<file path="config.mk">
export PLATFORM = sky130hd
export DESIGN_NAME = ordered_key_value_table_unit
export DESIGN_NICKNAME = d
export VERILOG_FILES = /design/src/okvt_pkg.sv /design/src/okvt_ctrl.sv /design/src/okvt_dp.sv /design/src/ordered_key_value_table_unit.sv
export SDC_FILE = /design/constraint.sdc
export NUM_CORES = 1
export LEC_CHECK = 0
export BUFFER_PORTS_ARGS = -buffer_cell sky130_fd_sc_hd__buf_2
export CORE_UTILIZATION = 40
export DETAILED_ROUTE_END_ITERATION = 12
export PLACE_DENSITY_LB_ADDON = 0.12
export SYNTH_ARGS = -nofsm -noshare
export SYNTH_HDL_FRONTEND = slang
export SYNTH_SLANG_ARGS = --single-unit
</file>
<file path="constraint.sdc">
create_clock -name clock -period 6.4 [get_ports clock]
set_input_delay 0.32 -clock clock [delete_from_list [all_inputs] [get_ports clock]]
set_output_delay 0.32 -clock clock [all_outputs]
set_load 0.05 [all_outputs]
</file>
<file path="src/okvt_pkg.sv">
// okvt_pkg: shared constants, codes and types of the ordered key/value table.
// Used by okvt_ctrl, okvt_dp and ordered_key_value_table_unit; no dependencies.
package okvt_pkg;

   localparam int CAPACITY   = 16;
   localparam int IDX_W      = $clog2(CAPACITY);
   localparam int CNT_W      = $clog2(CAPACITY + 1);
   localparam int KEY_W      = 32;
   localparam int VAL_W      = 32;
   localparam int RANK_W     = 8;
   localparam int OP_W       = 3;
   localparam int STAT_W     = 3;
   localparam int CMP_W      = (CNT_W > RANK_W) ? CNT_W : RANK_W;
   localparam int REQ_DATA_W = ((KEY_W + VAL_W + RANK_W + 7) / 8) * 8;
   localparam int RSP_DATA_W = ((KEY_W + VAL_W + CNT_W + 7) / 8) * 8;

   // opcodes
   localparam logic [OP_W-1:0] OP_INSERT = OP_W'(0);
   localparam logic [OP_W-1:0] OP_UPDATE = OP_W'(1);
   localparam logic [OP_W-1:0] OP_UPSERT = OP_W'(2);
   localparam logic [OP_W-1:0] OP_ERASE  = OP_W'(3);
   localparam logic [OP_W-1:0] OP_LOOKUP = OP_W'(4);
   localparam logic [OP_W-1:0] OP_SELECT = OP_W'(5);

   // result status codes
   localparam logic [STAT_W-1:0] STAT_OK      = STAT_W'(0);
   localparam logic [STAT_W-1:0] STAT_FULL    = STAT_W'(1);
   localparam logic [STAT_W-1:0] STAT_PRESENT = STAT_W'(2);
   localparam logic [STAT_W-1:0] STAT_ABSENT  = STAT_W'(3);
   localparam logic [STAT_W-1:0] STAT_RANK    = STAT_W'(4);

   typedef enum logic [3:0] {
      S_IDLE,
      S_DISPATCH,
      S_SRCH_RD,
      S_SRCH_CMP,
      S_HIT,
      S_MISS,
      S_SHIFT_RD,
      S_SHIFT_WR,
      S_SEL_S_RD,
      S_SEL_S_LD,
      S_SEL_T_RD,
      S_SEL_T_CMP,
      S_SEL_CHECK,
      S_RESULT
   } state_type;

   typedef enum logic [1:0] {RD_IDX, RD_IDX_NEXT, RD_S, RD_T} rd_sel_type;
   typedef enum logic [1:0] {WR_NONE, WR_VALUE, WR_TAIL, WR_SHIFT} wr_mode_type;
   typedef enum logic [1:0] {FOUND_NONE, FOUND_RD_VALUE, FOUND_HOLD} found_type;

   typedef struct packed {
      logic              load_req;
      logic              idx_clr;
      logic              idx_inc;
      logic              s_clr;
      logic              s_inc;
      logic              t_clr;
      logic              t_inc;
      logic              cnt_clr;
      logic              cnt_acc;
      logic              hold_load;
      rd_sel_type        rd_sel;
      wr_mode_type       wr_mode;
      logic              count_inc;
      logic              count_dec;
      logic              pend_load;
      logic [STAT_W-1:0] pend_status;
      found_type         pend_found;
      logic              res_load;
   } dp_cmd_type;

   typedef struct packed {
      logic [OP_W-1:0] op;
      logic            match;
      logic            idx_last;
      logic            shift_last;
      logic            full;
      logic            empty;
      logic            rank_bad;
      logic            s_last;
      logic            t_last;
      logic            cnt_hit;
      logic            rsp_free;
   } dp_stat_type;

endpackage

</file>
<file path="src/okvt_ctrl.sv">
// okvt_ctrl: sequencer of the ordered key/value table; drives okvt_dp by commands.
// Depends on okvt_pkg.
module okvt_ctrl
   import okvt_pkg::*;
(
   input  logic        clock,
   input  logic        reset,
   input  logic        req_tvalid,
   output logic        req_tready,
   input  dp_stat_type st,
   output dp_cmd_type  cmd
);

   state_type state_ff, state_in;

   always_ff @(posedge clock) begin
      if (reset) begin
         state_ff <= S_IDLE;
      end else begin
         state_ff <= state_in;
      end
   end

   always_comb begin
      state_in   = state_ff;
      cmd        = '0;
      req_tready = 1'b0;
      unique case (state_ff)
         S_IDLE: begin
            req_tready = 1'b1;
            if (req_tvalid) begin
               cmd.load_req = 1'b1;
               state_in     = S_DISPATCH;
            end
         end
         S_DISPATCH: begin
            cmd.idx_clr = 1'b1;
            cmd.s_clr   = 1'b1;
            unique case (st.op) inside
               OP_INSERT, OP_UPDATE, OP_UPSERT, OP_ERASE, OP_LOOKUP: begin
                  if (st.op == OP_INSERT && st.full) begin
                     cmd.pend_load   = 1'b1;
                     cmd.pend_status = STAT_FULL;
                     state_in        = S_RESULT;
                  end else if (st.empty) begin
                     state_in = S_MISS;
                  end else begin
                     state_in = S_SRCH_RD;
                  end
               end
               OP_SELECT: begin
                  if (st.rank_bad) begin
                     cmd.pend_load   = 1'b1;
                     cmd.pend_status = STAT_RANK;
                     state_in        = S_RESULT;
                  end else begin
                     state_in = S_SEL_S_RD;
                  end
               end
               default: begin
                  cmd.pend_load   = 1'b1;
                  cmd.pend_status = STAT_OK;
                  state_in        = S_RESULT;
               end
            endcase
         end
         S_SRCH_RD: begin
            cmd.rd_sel = RD_IDX;
            state_in   = S_SRCH_CMP;
         end
         S_SRCH_CMP: begin
            if (st.match) begin
               state_in = S_HIT;
            end else if (st.idx_last) begin
               state_in = S_MISS;
            end else begin
               cmd.idx_inc = 1'b1;
               state_in    = S_SRCH_RD;
            end
         end
         S_HIT: begin
            state_in        = S_RESULT;
            cmd.pend_load   = 1'b1;
            cmd.pend_status = STAT_OK;
            unique case (st.op) inside
               OP_INSERT: begin
                  cmd.pend_status = STAT_PRESENT;
               end
               OP_UPDATE, OP_UPSERT: begin
                  cmd.wr_mode = WR_VALUE;
               end
               OP_ERASE: begin
                  if (st.idx_last) begin
                     cmd.count_dec = 1'b1;
                  end else begin
                     cmd.pend_load = 1'b0;
                     state_in      = S_SHIFT_RD;
                  end
               end
               default: begin
                  cmd.pend_found = FOUND_RD_VALUE;
               end
            endcase
         end
         S_MISS: begin
            state_in        = S_RESULT;
            cmd.pend_load   = 1'b1;
            cmd.pend_status = STAT_ABSENT;
            unique case (st.op) inside
               OP_INSERT, OP_UPSERT: begin
                  if (st.full) begin
                     cmd.pend_status = STAT_FULL;
                  end else begin
                     cmd.pend_status = STAT_OK;
                     cmd.wr_mode     = WR_TAIL;
                     cmd.count_inc   = 1'b1;
                  end
               end
               default: begin
                  cmd.pend_status = STAT_ABSENT;
               end
            endcase
         end
         S_SHIFT_RD: begin
            cmd.rd_sel = RD_IDX_NEXT;
            state_in   = S_SHIFT_WR;
         end
         S_SHIFT_WR: begin
            cmd.wr_mode = WR_SHIFT;
            cmd.idx_inc = 1'b1;
            if (st.shift_last) begin
               cmd.count_dec   = 1'b1;
               cmd.pend_load   = 1'b1;
               cmd.pend_status = STAT_OK;
               state_in        = S_RESULT;
            end else begin
               state_in = S_SHIFT_RD;
            end
         end
         S_SEL_S_RD: begin
            cmd.rd_sel  = RD_S;
            cmd.t_clr   = 1'b1;
            cmd.cnt_clr = 1'b1;
            state_in    = S_SEL_S_LD;
         end
         S_SEL_S_LD: begin
            cmd.hold_load = 1'b1;
            state_in      = S_SEL_T_RD;
         end
         S_SEL_T_RD: begin
            cmd.rd_sel = RD_T;
            state_in   = S_SEL_T_CMP;
         end
         S_SEL_T_CMP: begin
            cmd.cnt_acc = 1'b1;
            if (st.t_last) begin
               state_in = S_SEL_CHECK;
            end else begin
               cmd.t_inc = 1'b1;
               state_in  = S_SEL_T_RD;
            end
         end
         S_SEL_CHECK: begin
            if (st.cnt_hit) begin
               cmd.pend_load   = 1'b1;
               cmd.pend_status = STAT_OK;
               cmd.pend_found  = FOUND_HOLD;
               state_in        = S_RESULT;
            end else if (st.s_last) begin
               cmd.pend_load   = 1'b1;
               cmd.pend_status = STAT_RANK;
               state_in        = S_RESULT;
            end else begin
               cmd.s_inc = 1'b1;
               state_in  = S_SEL_S_RD;
            end
         end
         S_RESULT: begin
            if (st.rsp_free) begin
               cmd.res_load = 1'b1;
               state_in     = S_IDLE;
            end
         end
         default: begin
            state_in = S_IDLE;
         end
      endcase
   end

endmodule

</file>
<file path="src/okvt_dp.sv">
// okvt_dp: datapath of the ordered key/value table: key and value stores, index
// counters, compare logic and the result register. Depends on okvt_pkg.
module okvt_dp
   import okvt_pkg::*;
(
   input  logic                  clock,
   input  logic                  reset,
   input  logic [OP_W-1:0]       req_tuser,
   input  logic [REQ_DATA_W-1:0] req_tdata,
   output logic                  rsp_tvalid,
   input  logic                  rsp_tready,
   output logic [STAT_W-1:0]     rsp_tuser,
   output logic [RSP_DATA_W-1:0] rsp_tdata,
   input  dp_cmd_type            cmd,
   output dp_stat_type           st
);

   localparam int EXT_W = CNT_W + 1;

   logic [KEY_W-1:0] key_mem [CAPACITY];
   logic [VAL_W-1:0] val_mem [CAPACITY];

   logic [OP_W-1:0]   op_ff;
   logic [KEY_W-1:0]  key_ff;
   logic [VAL_W-1:0]  val_ff;
   logic [RANK_W-1:0] rank_ff;
   logic [CNT_W-1:0]  count_ff;
   logic [IDX_W-1:0]  idx_ff, s_ff, t_ff, cnt_ff;
   logic [KEY_W-1:0]  rd_key_ff, hold_key_ff;
   logic [VAL_W-1:0]  rd_val_ff, hold_val_ff;
   logic [STAT_W-1:0] pend_status_ff, rsp_status_ff;
   logic [KEY_W-1:0]  pend_key_ff, rsp_key_ff;
   logic [VAL_W-1:0]  pend_val_ff, rsp_val_ff;
   logic [CNT_W-1:0]  rsp_count_ff;
   logic              rsp_valid_ff;

   logic [IDX_W-1:0]  rd_addr, wr_addr;
   logic [KEY_W-1:0]  wr_key;
   logic [VAL_W-1:0]  wr_val;
   logic              wr_key_en, wr_val_en;

   // request capture
   always_ff @(posedge clock) begin
      if (cmd.load_req) begin
         op_ff   <= req_tuser;
         key_ff  <= req_tdata[KEY_W-1:0];
         val_ff  <= req_tdata[KEY_W+VAL_W-1:KEY_W];
         rank_ff <= req_tdata[KEY_W+VAL_W+RANK_W-1:KEY_W+VAL_W];
      end
   end

   always_ff @(posedge clock) begin
      if (reset) begin
         count_ff <= '0;
      end else if (cmd.count_inc) begin
         count_ff <= count_ff + CNT_W'(1);
      end else if (cmd.count_dec) begin
         count_ff <= count_ff - CNT_W'(1);
      end
   end

   // walk counters
   always_ff @(posedge clock) begin
      if (cmd.idx_clr) begin
         idx_ff <= '0;
      end else if (cmd.idx_inc) begin
         idx_ff <= idx_ff + IDX_W'(1);
      end
      if (cmd.s_clr) begin
         s_ff <= '0;
      end else if (cmd.s_inc) begin
         s_ff <= s_ff + IDX_W'(1);
      end
      if (cmd.t_clr) begin
         t_ff <= '0;
      end else if (cmd.t_inc) begin
         t_ff <= t_ff + IDX_W'(1);
      end
      if (cmd.cnt_clr) begin
         cnt_ff <= '0;
      end else if (cmd.cnt_acc && (rd_key_ff < hold_key_ff)) begin
         cnt_ff <= cnt_ff + IDX_W'(1);
      end
      if (cmd.hold_load) begin
         hold_key_ff <= rd_key_ff;
         hold_val_ff <= rd_val_ff;
      end
   end

   always_comb begin
      unique case (cmd.rd_sel)
         RD_IDX:      rd_addr = idx_ff;
         RD_IDX_NEXT: rd_addr = idx_ff + IDX_W'(1);
         RD_S:        rd_addr = s_ff;
         RD_T:        rd_addr = t_ff;
         default:     rd_addr = idx_ff;
      endcase
   end

   always_comb begin
      wr_addr   = idx_ff;
      wr_key    = rd_key_ff;
      wr_val    = rd_val_ff;
      wr_key_en = 1'b0;
      wr_val_en = 1'b0;
      unique case (cmd.wr_mode)
         WR_VALUE: begin
            wr_val    = val_ff;
            wr_val_en = 1'b1;
         end
         WR_TAIL: begin
            wr_addr   = count_ff[IDX_W-1:0];
            wr_key    = key_ff;
            wr_val    = val_ff;
            wr_key_en = 1'b1;
            wr_val_en = 1'b1;
         end
         WR_SHIFT: begin
            wr_key_en = 1'b1;
            wr_val_en = 1'b1;
         end
         default: begin
            wr_key_en = 1'b0;
         end
      endcase
   end

   always_ff @(posedge clock) begin
      if (wr_key_en) begin
         key_mem[wr_addr] <= wr_key;
      end
      if (wr_val_en) begin
         val_mem[wr_addr] <= wr_val;
      end
      rd_key_ff <= key_mem[rd_addr];
      rd_val_ff <= val_mem[rd_addr];
   end

   // pending result, then output register
   always_ff @(posedge clock) begin
      if (cmd.pend_load) begin
         pend_status_ff <= cmd.pend_status;
         case (cmd.pend_found)
            FOUND_RD_VALUE: begin
               pend_key_ff <= '0;
               pend_val_ff <= rd_val_ff;
            end
            FOUND_HOLD: begin
               pend_key_ff <= hold_key_ff;
               pend_val_ff <= hold_val_ff;
            end
            default: begin
               pend_key_ff <= '0;
               pend_val_ff <= '0;
            end
         endcase
      end
      if (cmd.res_load) begin
         rsp_status_ff <= pend_status_ff;
         rsp_key_ff    <= pend_key_ff;
         rsp_val_ff    <= pend_val_ff;
         rsp_count_ff  <= count_ff;
      end
   end

   always_ff @(posedge clock) begin
      if (reset) begin
         rsp_valid_ff <= 1'b0;
      end else if (cmd.res_load) begin
         rsp_valid_ff <= 1'b1;
      end else if (rsp_tready) begin
         rsp_valid_ff <= 1'b0;
      end
   end

   assign rsp_tvalid = rsp_valid_ff;
   assign rsp_tuser  = rsp_status_ff;
   assign rsp_tdata  = RSP_DATA_W'({rsp_count_ff, rsp_val_ff, rsp_key_ff});

   always_comb begin
      st.op         = op_ff;
      st.match      = (rd_key_ff == key_ff);
      st.idx_last   = (EXT_W'(idx_ff) + EXT_W'(1)) >= EXT_W'(count_ff);
      st.shift_last = (EXT_W'(idx_ff) + EXT_W'(2)) >= EXT_W'(count_ff);
      st.full       = (count_ff == CNT_W'(CAPACITY));
      st.empty      = (count_ff == '0);
      st.rank_bad   = CMP_W'(rank_ff) >= CMP_W'(count_ff);
      st.s_last     = (EXT_W'(s_ff) + EXT_W'(1)) >= EXT_W'(count_ff);
      st.t_last     = (EXT_W'(t_ff) + EXT_W'(1)) >= EXT_W'(count_ff);
      st.cnt_hit    = CMP_W'(cnt_ff) == CMP_W'(rank_ff);
      st.rsp_free   = !rsp_valid_ff || rsp_tready;
   end

endmodule

</file>
<file path="src/ordered_key_value_table_unit.sv">
// ordered_key_value_table_unit: top level of the ordered key/value table.
// Joins okvt_ctrl and okvt_dp; depends on okvt_pkg.
//
//   channel | dir | tdata (low bit up)                            | tuser
//   req_    | in  | key[31:0] value[63:32] rank[71:64]            | opcode
//   rsp_    | out | found_key[31:0] found_value[63:32]            | status
//           |     | entry_count[68:64], zero fill [71:69]         |
//
// One request at a time. Search-based operations scan the stored entries one by one;
// erase then shifts each later entry down by one slot. Select by rank walks candidate
// slots, for each counting the stored keys below its key; all walks are sequential,
// as the key and value stores have a single read port.
// Reset (synchronous) empties the table; stores are not cleared.
// A new request is taken while the previous result waits on rsp_tready.
module ordered_key_value_table_unit
   import okvt_pkg::*;
(
   input  logic                  clock,
   input  logic                  reset,
   input  logic                  req_tvalid,
   output logic                  req_tready,
   input  logic [REQ_DATA_W-1:0] req_tdata,  // key, value, rank
   input  logic [OP_W-1:0]       req_tuser,  // opcode
   output logic                  rsp_tvalid,
   input  logic                  rsp_tready,
   output logic [RSP_DATA_W-1:0] rsp_tdata,  // found_key, found_value, entry_count
   output logic [STAT_W-1:0]     rsp_tuser   // status
);

   dp_cmd_type  cmd;
   dp_stat_type st;

   okvt_ctrl u_ctrl (
      .clock      (clock),
      .reset      (reset),
      .req_tvalid (req_tvalid),
      .req_tready (req_tready),
      .st         (st),
      .cmd        (cmd)
   );

   okvt_dp u_dp (
      .clock      (clock),
      .reset      (reset),
      .req_tuser  (req_tuser),
      .req_tdata  (req_tdata),
      .rsp_tvalid (rsp_tvalid),
      .rsp_tready (rsp_tready),
      .rsp_tuser  (rsp_tuser),
      .rsp_tdata  (rsp_tdata),
      .cmd        (cmd),
      .st         (st)
   );

endmodule
</file>
==> flow_metrics.env, run 1 <==
export IMPL_netlist_top_cells_count="1302 x edfxtp_1, 256 x mux4_2, 160 x a22oi_1"
export IMPL_powerDensity_mw_per_mm2=338.8
export IMPL_path_buf_inv=4
export IMPL_cap_viol_max_count=0
export IMPL_cts_tree="yes"
export IMPL_tns_ps=0
export IMPL_syn_area_mm2=0.05313
export IMPL_pin_count=156
export IMPL_reg2reg_slack_ps=1390
export IMPL_area_delta_synth_final_pct=16.81
export IMPL_postCtsSetupBuffers=0
export IMPL_crit_chain="inv_1, nor2_1, and3_1, a21oi_1, or3_1, inv_1, ha_2, buf_4, a31oi_2, nor2_4, buf_4"
export IMPL_die_h_um=366.5
export IMPL_synth_edf_count=1302
export IMPL_use_met3=0.03172
export IMPL_core_mm2=0.1316
export IMPL_grt_pass1_vias=27037
export IMPL_final_area_mm2=0.06206
export IMPL_root_buffer="clkbuf_16"
export IMPL_grt_total_usage=0.1845
export IMPL_worstSetupEndpointType="flop"
export IMPL_multiInputGateArea_mm2=0.01182
export IMPL_maxSlewHeadroom=0.03414
export IMPL_setup_viol=0
export IMPL_grt_pass1_wl_mm=181.0
export IMPL_placed_area_mm2=0.05643
export IMPL_drive_gt1_frac=0.2599
export IMPL_synth_largest_area_cell="edfxtp_1"
export IMPL_ant_nets=0
export IMPL_finClkSkew_ps=23.71
export IMPL_gp_congestion=0.7904
export IMPL_start_kind="flop"
export IMPL_top_usage_layer="met2"
export IMPL_drt_total_wl_mm=123.1
export IMPL_setup_slack_ps=1389
export IMPL_synth_most_common_cell="edfxtp_1"
export IMPL_cts_buffer_depth=3
export IMPL_ff_latch_area_mm2=0.04090
export IMPL_n_fill_cell=10965
export IMPL_worst_pin_slew_ps=1444
export IMPL_drc=0
export IMPL_wire_per_inst_um=25.44
export IMPL_vias=25968
export IMPL_drt_iter0_markers=2125
export IMPL_crit_type="flop to flop"
export IMPL_dr_pass1_iters=5
export IMPL_crit_fanout=35
export IMPL_outcome="complete, no violations"
export IMPL_grtUsageMet1=0.2699
export IMPL_preCtsSetupSlack_ps=1348
export IMPL_place_hpwl_mm=70.93
export IMPL_slew_violations=0
export IMPL_max_freq_ghz=0.1996
export IMPL_netlist_cell_type_count=60
export IMPL_antenna_found_initial=2
export IMPL_dieArea_mm2=0.1343
export IMPL_hold_viol=0
export IMPL_cp_arrival_ps=5470
export IMPL_clock_sinks=1392
export IMPL_htree_levels=4
export IMPL_rsz0062_at_grt="false"
export IMPL_cts_inserted_buffers=148
export IMPL_final_nets=3103
export IMPL_crit_slowest_cell="nor2_4"
export IMPL_vdd_drop_max_uv=244.0
export IMPL_seq_area_frac_synth=0.7697
export IMPL_crit_family="simple AND/OR/NAND/NOR gates"
export IMPL_critical_path_required_ps=6850
export IMPL_yosys_warnings=0
export IMPL_core_rowCount=133
export IMPL_chipWidth_um=366.5
export IMPL_netlist_instances=2632
export IMPL_antenna_cells=0
export IMPL_synth_main_ff_cell="edfxtp_1"
export IMPL_power_w=0.02103
export IMPL_grt_max_degree=86
export IMPL_crit_path_max_incr_delay_ps=870
export IMPL_path_clk_slew_ps=60
export IMPL_synth_area_per_cell_um2=20.19
export IMPL_async_flop_share=0
export IMPL_leakagePower_nw=20.36
export IMPL_clk_latency_ps=770
export IMPL_initial_utilization=0.4037
export IMPL_vias_per_cell=5.369
export IMPL_met2_usage=0.2871
export IMPL_yosysTopAreaCellShare=0.7358
export IMPL_synth_area_leaders="edfxtp_1 74%, mux4_2 11%, dfxtp_1 3.4%"
export IMPL_finalCriticalPeriod_ps=5011
export IMPL_worstHoldPathType="input port to flop"
export IMPL_overflow=0
export IMPL_ys_seq_elements=1392
export IMPL_final_period_utilization=0.7830
export IMPL_io_buffers=152
[power by group]
part	internal, W	switching [W]
clock network	0.00499	0.00347
logic	0.000384	0.000988
registers	0.0108	0.000365
total	0.0162	0.00482
[metrics by stage]
stage / utilization / cells / hold slack, ps
2_1_floorplan: - / 2634 / 400.3
3_3_place_gp: 0.4287 / 4481 / 404.4
3_5_place_dp: 0.4287 / 4481 / 404.5
4_1_cts: 0.4715 / 4837 / 178.4
5_1_grt: 0.4715 / 4837 / 208.6
6_report: 0.4715 / 4837 / 252.2
[layout by cell type (no fill, tap or decap), drive strengths merged, types with 34 or more instances in the layout]
cell type	synthesis	final
xor2	40	40
mux4	256	256
dfxtp	90	90
nor2	106	106
inv	52	57
a22oi	160	160
edfxtp	1302	1302
mux2	64	64
buf	71	213
dlygate4sd3	0	78
clkbuf	50	206
and2	38	38
clkinv	0	55
nand2	99	99
ha	69	69
a21oi	34	34
[final timing paths]
check,startpoint,to,cells after the start
setup / recovery,u_ctrl.state_ff[0],u_dp.val_mem[0][29],11
hold / removal,req_tdata[20],u_dp.key_ff[20],2
setup reg to reg,u_ctrl.state_ff[0],u_dp.val_mem[0][29],11
hold reg to reg,u_dp.pend_val_ff[17],u_dp.rsp_val_ff[17],0
[state kept, by name, summed over array words and instances, names as in the netlist, 5 cells and up]
register           cells
u_dp.count_ff          5
u_dp.hold_key_ff      32
u_dp.hold_val_ff      32
u_dp.key_ff           32
u_dp.key_mem         512
u_dp.pend_key_ff      32
u_dp.pend_val_ff      32
u_dp.rank_ff           8
u_dp.rd_key_ff        32
u_dp.rd_val_ff        32
u_dp.rsp_count_ff      5
u_dp.rsp_key_ff       32
u_dp.rsp_val_ff       32
u_dp.val_ff           32
u_dp.val_mem         512
[final cells by class]
class / count / area share
clock inverters: 72 / 0.01068
repair buffers: 291 / 0.03383
multi-input cells: 1069 / 0.1905
inverters: 52 / 0.003145
flip-flops and latches: 1392 / 0.6590
clock buffers: 206 / 0.06751
well taps: 1755 / 0.03538
[routing by layer]
metal / share of wire / routed length (µm)
met5: 0 / 0
met4: 0.017 / 2140
met3: 0.047 / 5797
met2: 0.47 / 57640
met1: 0.47 / 57490
[logic make-up after synthesis]
family,count (synthesis),share of synthesized area
flops,1392,0.7697
simple gates,334,0.02958
xor+xnor,54,0.008901
other cells,1,0.00007058
compound gates,277,0.03692
buf+inv,173,0.01401
mux,331,0.1241
fa+ha+maj,70,0.01663
[timing repair]
item	in CTS	in global routing
hold buffers	78	0
endpoints found under the setup margin	0	0
hold endpoints to repair	85	0
gates resized for setup	0	0
(Power assumes the default switching activity.)
==> run 2, diff against run 1 <==
==> constraint.sdc (replaced) <==
create_clock -name clock -period 4.8 [get_ports clock]
set_input_delay 0.24 -clock clock [delete_from_list [all_inputs] [get_ports clock]]
set_output_delay 0.24 -clock clock [all_outputs]
set_load 0.05 [all_outputs]
==> flow_metrics.env, run 2 (same netlist as run 1, synthesis figures left out) <==
export IMPL_grt_total_usage=0.1854
export IMPL_gp_congestion=0.7683
export IMPL_antenna_cells=0
export IMPL_drive_gt1_frac=0.2688
export IMPL_mostFrequentLayoutCells="1302 x edfxtp_1, 256 x mux4_2, 160 x a22oi_1"
export IMPL_cts_buffer_depth=3
export IMPL_grt_pass1_wl_mm=181.5
export IMPL_overflow=0
export IMPL_worstHoldStart="req_tdata[9]"
export IMPL_dieArea_mm2=0.1343
export IMPL_maxSlewHeadroom=0.2103
export IMPL_pin_count=156
export IMPL_finClkSkew_ps=31.59
export IMPL_vdd_drop_max_uv=299.7
export IMPL_crit_top_cell="a21oi_1"
export IMPL_n_fill_cell=10849
export IMPL_crit_fanout=20
export IMPL_p_seq_frac=0.521
export IMPL_hold_viol=0
export IMPL_crit_start="u_dp.op_ff[0]"
export IMPL_worst_pin_slew_ps=1174
export IMPL_path_clk_slew_ps=60
export IMPL_grt_max_degree=129
export IMPL_crit_type="flop to flop"
export IMPL_place_hpwl_mm=73.06
export IMPL_crit_slowest_cell="a21oi_1"
export IMPL_rsz0062_at_grt="false"
export IMPL_cts_tree="yes"
export IMPL_wire_per_inst_um=25.50
export IMPL_tns_ps=0
export IMPL_die_h_um=366.5
export IMPL_vias_per_cell=5.330
export IMPL_final_nets=3137
export IMPL_critical_path_required_ps=5290
export IMPL_powerDensity_mw_per_mm2=454.5
export IMPL_cts_inserted_buffers=150
export IMPL_cap_viol_max_count=0
export IMPL_layout_commonest_cell="edfxtp_1"
export IMPL_power_frac_comb=0.068
export IMPL_dr_pass1_iters=5
export IMPL_drc=0
export IMPL_clock_sinks=1392
export IMPL_placed_area_mm2=0.05690
export IMPL_p_switching_w=0.006563
export IMPL_postCtsSetupBuffers=0
export IMPL_max_freq_ghz=0.2335
export IMPL_multiInputGateArea_mm2=0.01182
export IMPL_core_rowCount=133
export IMPL_io_buffers=152
export IMPL_leakagePower_nw=20.64
export IMPL_drt_total_wl_mm=124.2
export IMPL_worstHoldPathType="input port to flop"
export IMPL_area_delta_synth_final_pct=18.07
export IMPL_crit_chain="nor2_1, a21boi_0, and3_1, a21oi_1, or3_1, inv_1, ha_2, nor2b_1, and2_1, a21oi_1, nor2_4, buf_4"
export IMPL_start_kind="flop"
export IMPL_post_cts_resized=0
export IMPL_path_buf_inv=2
export IMPL_final_period_utilization=0.8923
export IMPL_hold_buffers=78
export IMPL_crit_path_max_incr_delay_ps=720
export IMPL_vias=25953
export IMPL_switching_share=0.2302
export IMPL_worstSetupEndpointType="flop"
export IMPL_ff_latch_area_mm2=0.04090
export IMPL_slew_violations=0
export IMPL_r2r_start="u_dp.op_ff[0]"
export IMPL_setup_viol=0
export IMPL_final_area_mm2=0.06274
export IMPL_pwr_share_clk=0.410
export IMPL_grt_pass1_vias=27042
export IMPL_outcome="complete, no violations"
export IMPL_root_buffer="clkbuf_16"
export IMPL_antenna_found_initial=3
export IMPL_finalCriticalPeriod_ps=4283
export IMPL_crit_family="simple AND/OR/NAND/NOR gates"
export IMPL_intPower_w=0.02195
export IMPL_reg_largest_list="u_dp.key_mem (512), u_dp.val_mem (512)"
export IMPL_chipWidth_um=366.5
export IMPL_cp_arrival_ps=4770
export IMPL_drt_iter0_markers=2396
export IMPL_core_mm2=0.1316
export IMPL_htree_levels=4
export IMPL_ant_nets=0
export IMPL_clk_latency_ps=770
export IMPL_initial_utilization=0.4037
==> run 2: layout make-up <==
cell class	instances	area share
sequential	1392	0.6519
clock inverter	75	0.01472
clock buffer	203	0.06593
timing repair buffer	323	0.04088
tap	1755	0.03500
inverter	52	0.003111
multi-input combinational	1069	0.1884
==> run 2: power by group through the flow <==
stage	Combinational [W]	Sequential, W	Clock (W)
final	0.00194	0.0149	0.0117
after global routing	0.00214	0.0149	0.0124
after floorplan	0.00112	0.0149	0
after detailed placement	0.00192	0.0151	0
after global placement	0.00185	0.0151	0
after CTS	0.00197	0.0149	0.0120
==> run 2: layer usage <==
metal / wire, µm / vias up / GRT usage
li1: - / 11443 / -
met4: 2320 / 0 / 0.05126
met2: 57720 / 717 / 0.2837
met3: 7742 / 153 / 0.04301
met5: 0 / - / 0
met1: 56380 / 13640 / 0.2660
==> run 2: path summary, 6_finish.rpt <==
path	to	slack, ps	depth (start not counted)
max	u_dp.key_mem[12][20]	520	12
min	u_dp.key_ff[9]	180	2
max reg2reg	u_dp.key_mem[12][20]	520	12
min reg2reg	u_dp.rsp_tuser[0]	410	0
==> run 2: through the flow <==
step	util	setup WS, ps	hold slack, ps	instances	power, W
global route	0.4766	306.5	129.7	4869	0.02949
global placement	0.4322	713.0	400.6	4513	0.01697
finish	0.4766	516.9	175.1	4869	0.02851
CTS	0.4766	554.0	103.5	4869	0.02883
floorplan	-	34.11	338.9	2634	0.01606
detailed placement	0.4322	547.7	404.5	4513	0.01705
==> run 2: worst reg2reg max path, stage by stage (launching register included) <==
cell	delay, ps
edfxtp_1	480
nor2_1	210
a21boi_0	310
and3_1	280
a21oi_1	60
or3_1	410
inv_1	130
ha_2	380
nor2b_1	140
and2_1	200
a21oi_1	720
nor2_4	310
buf_4	380
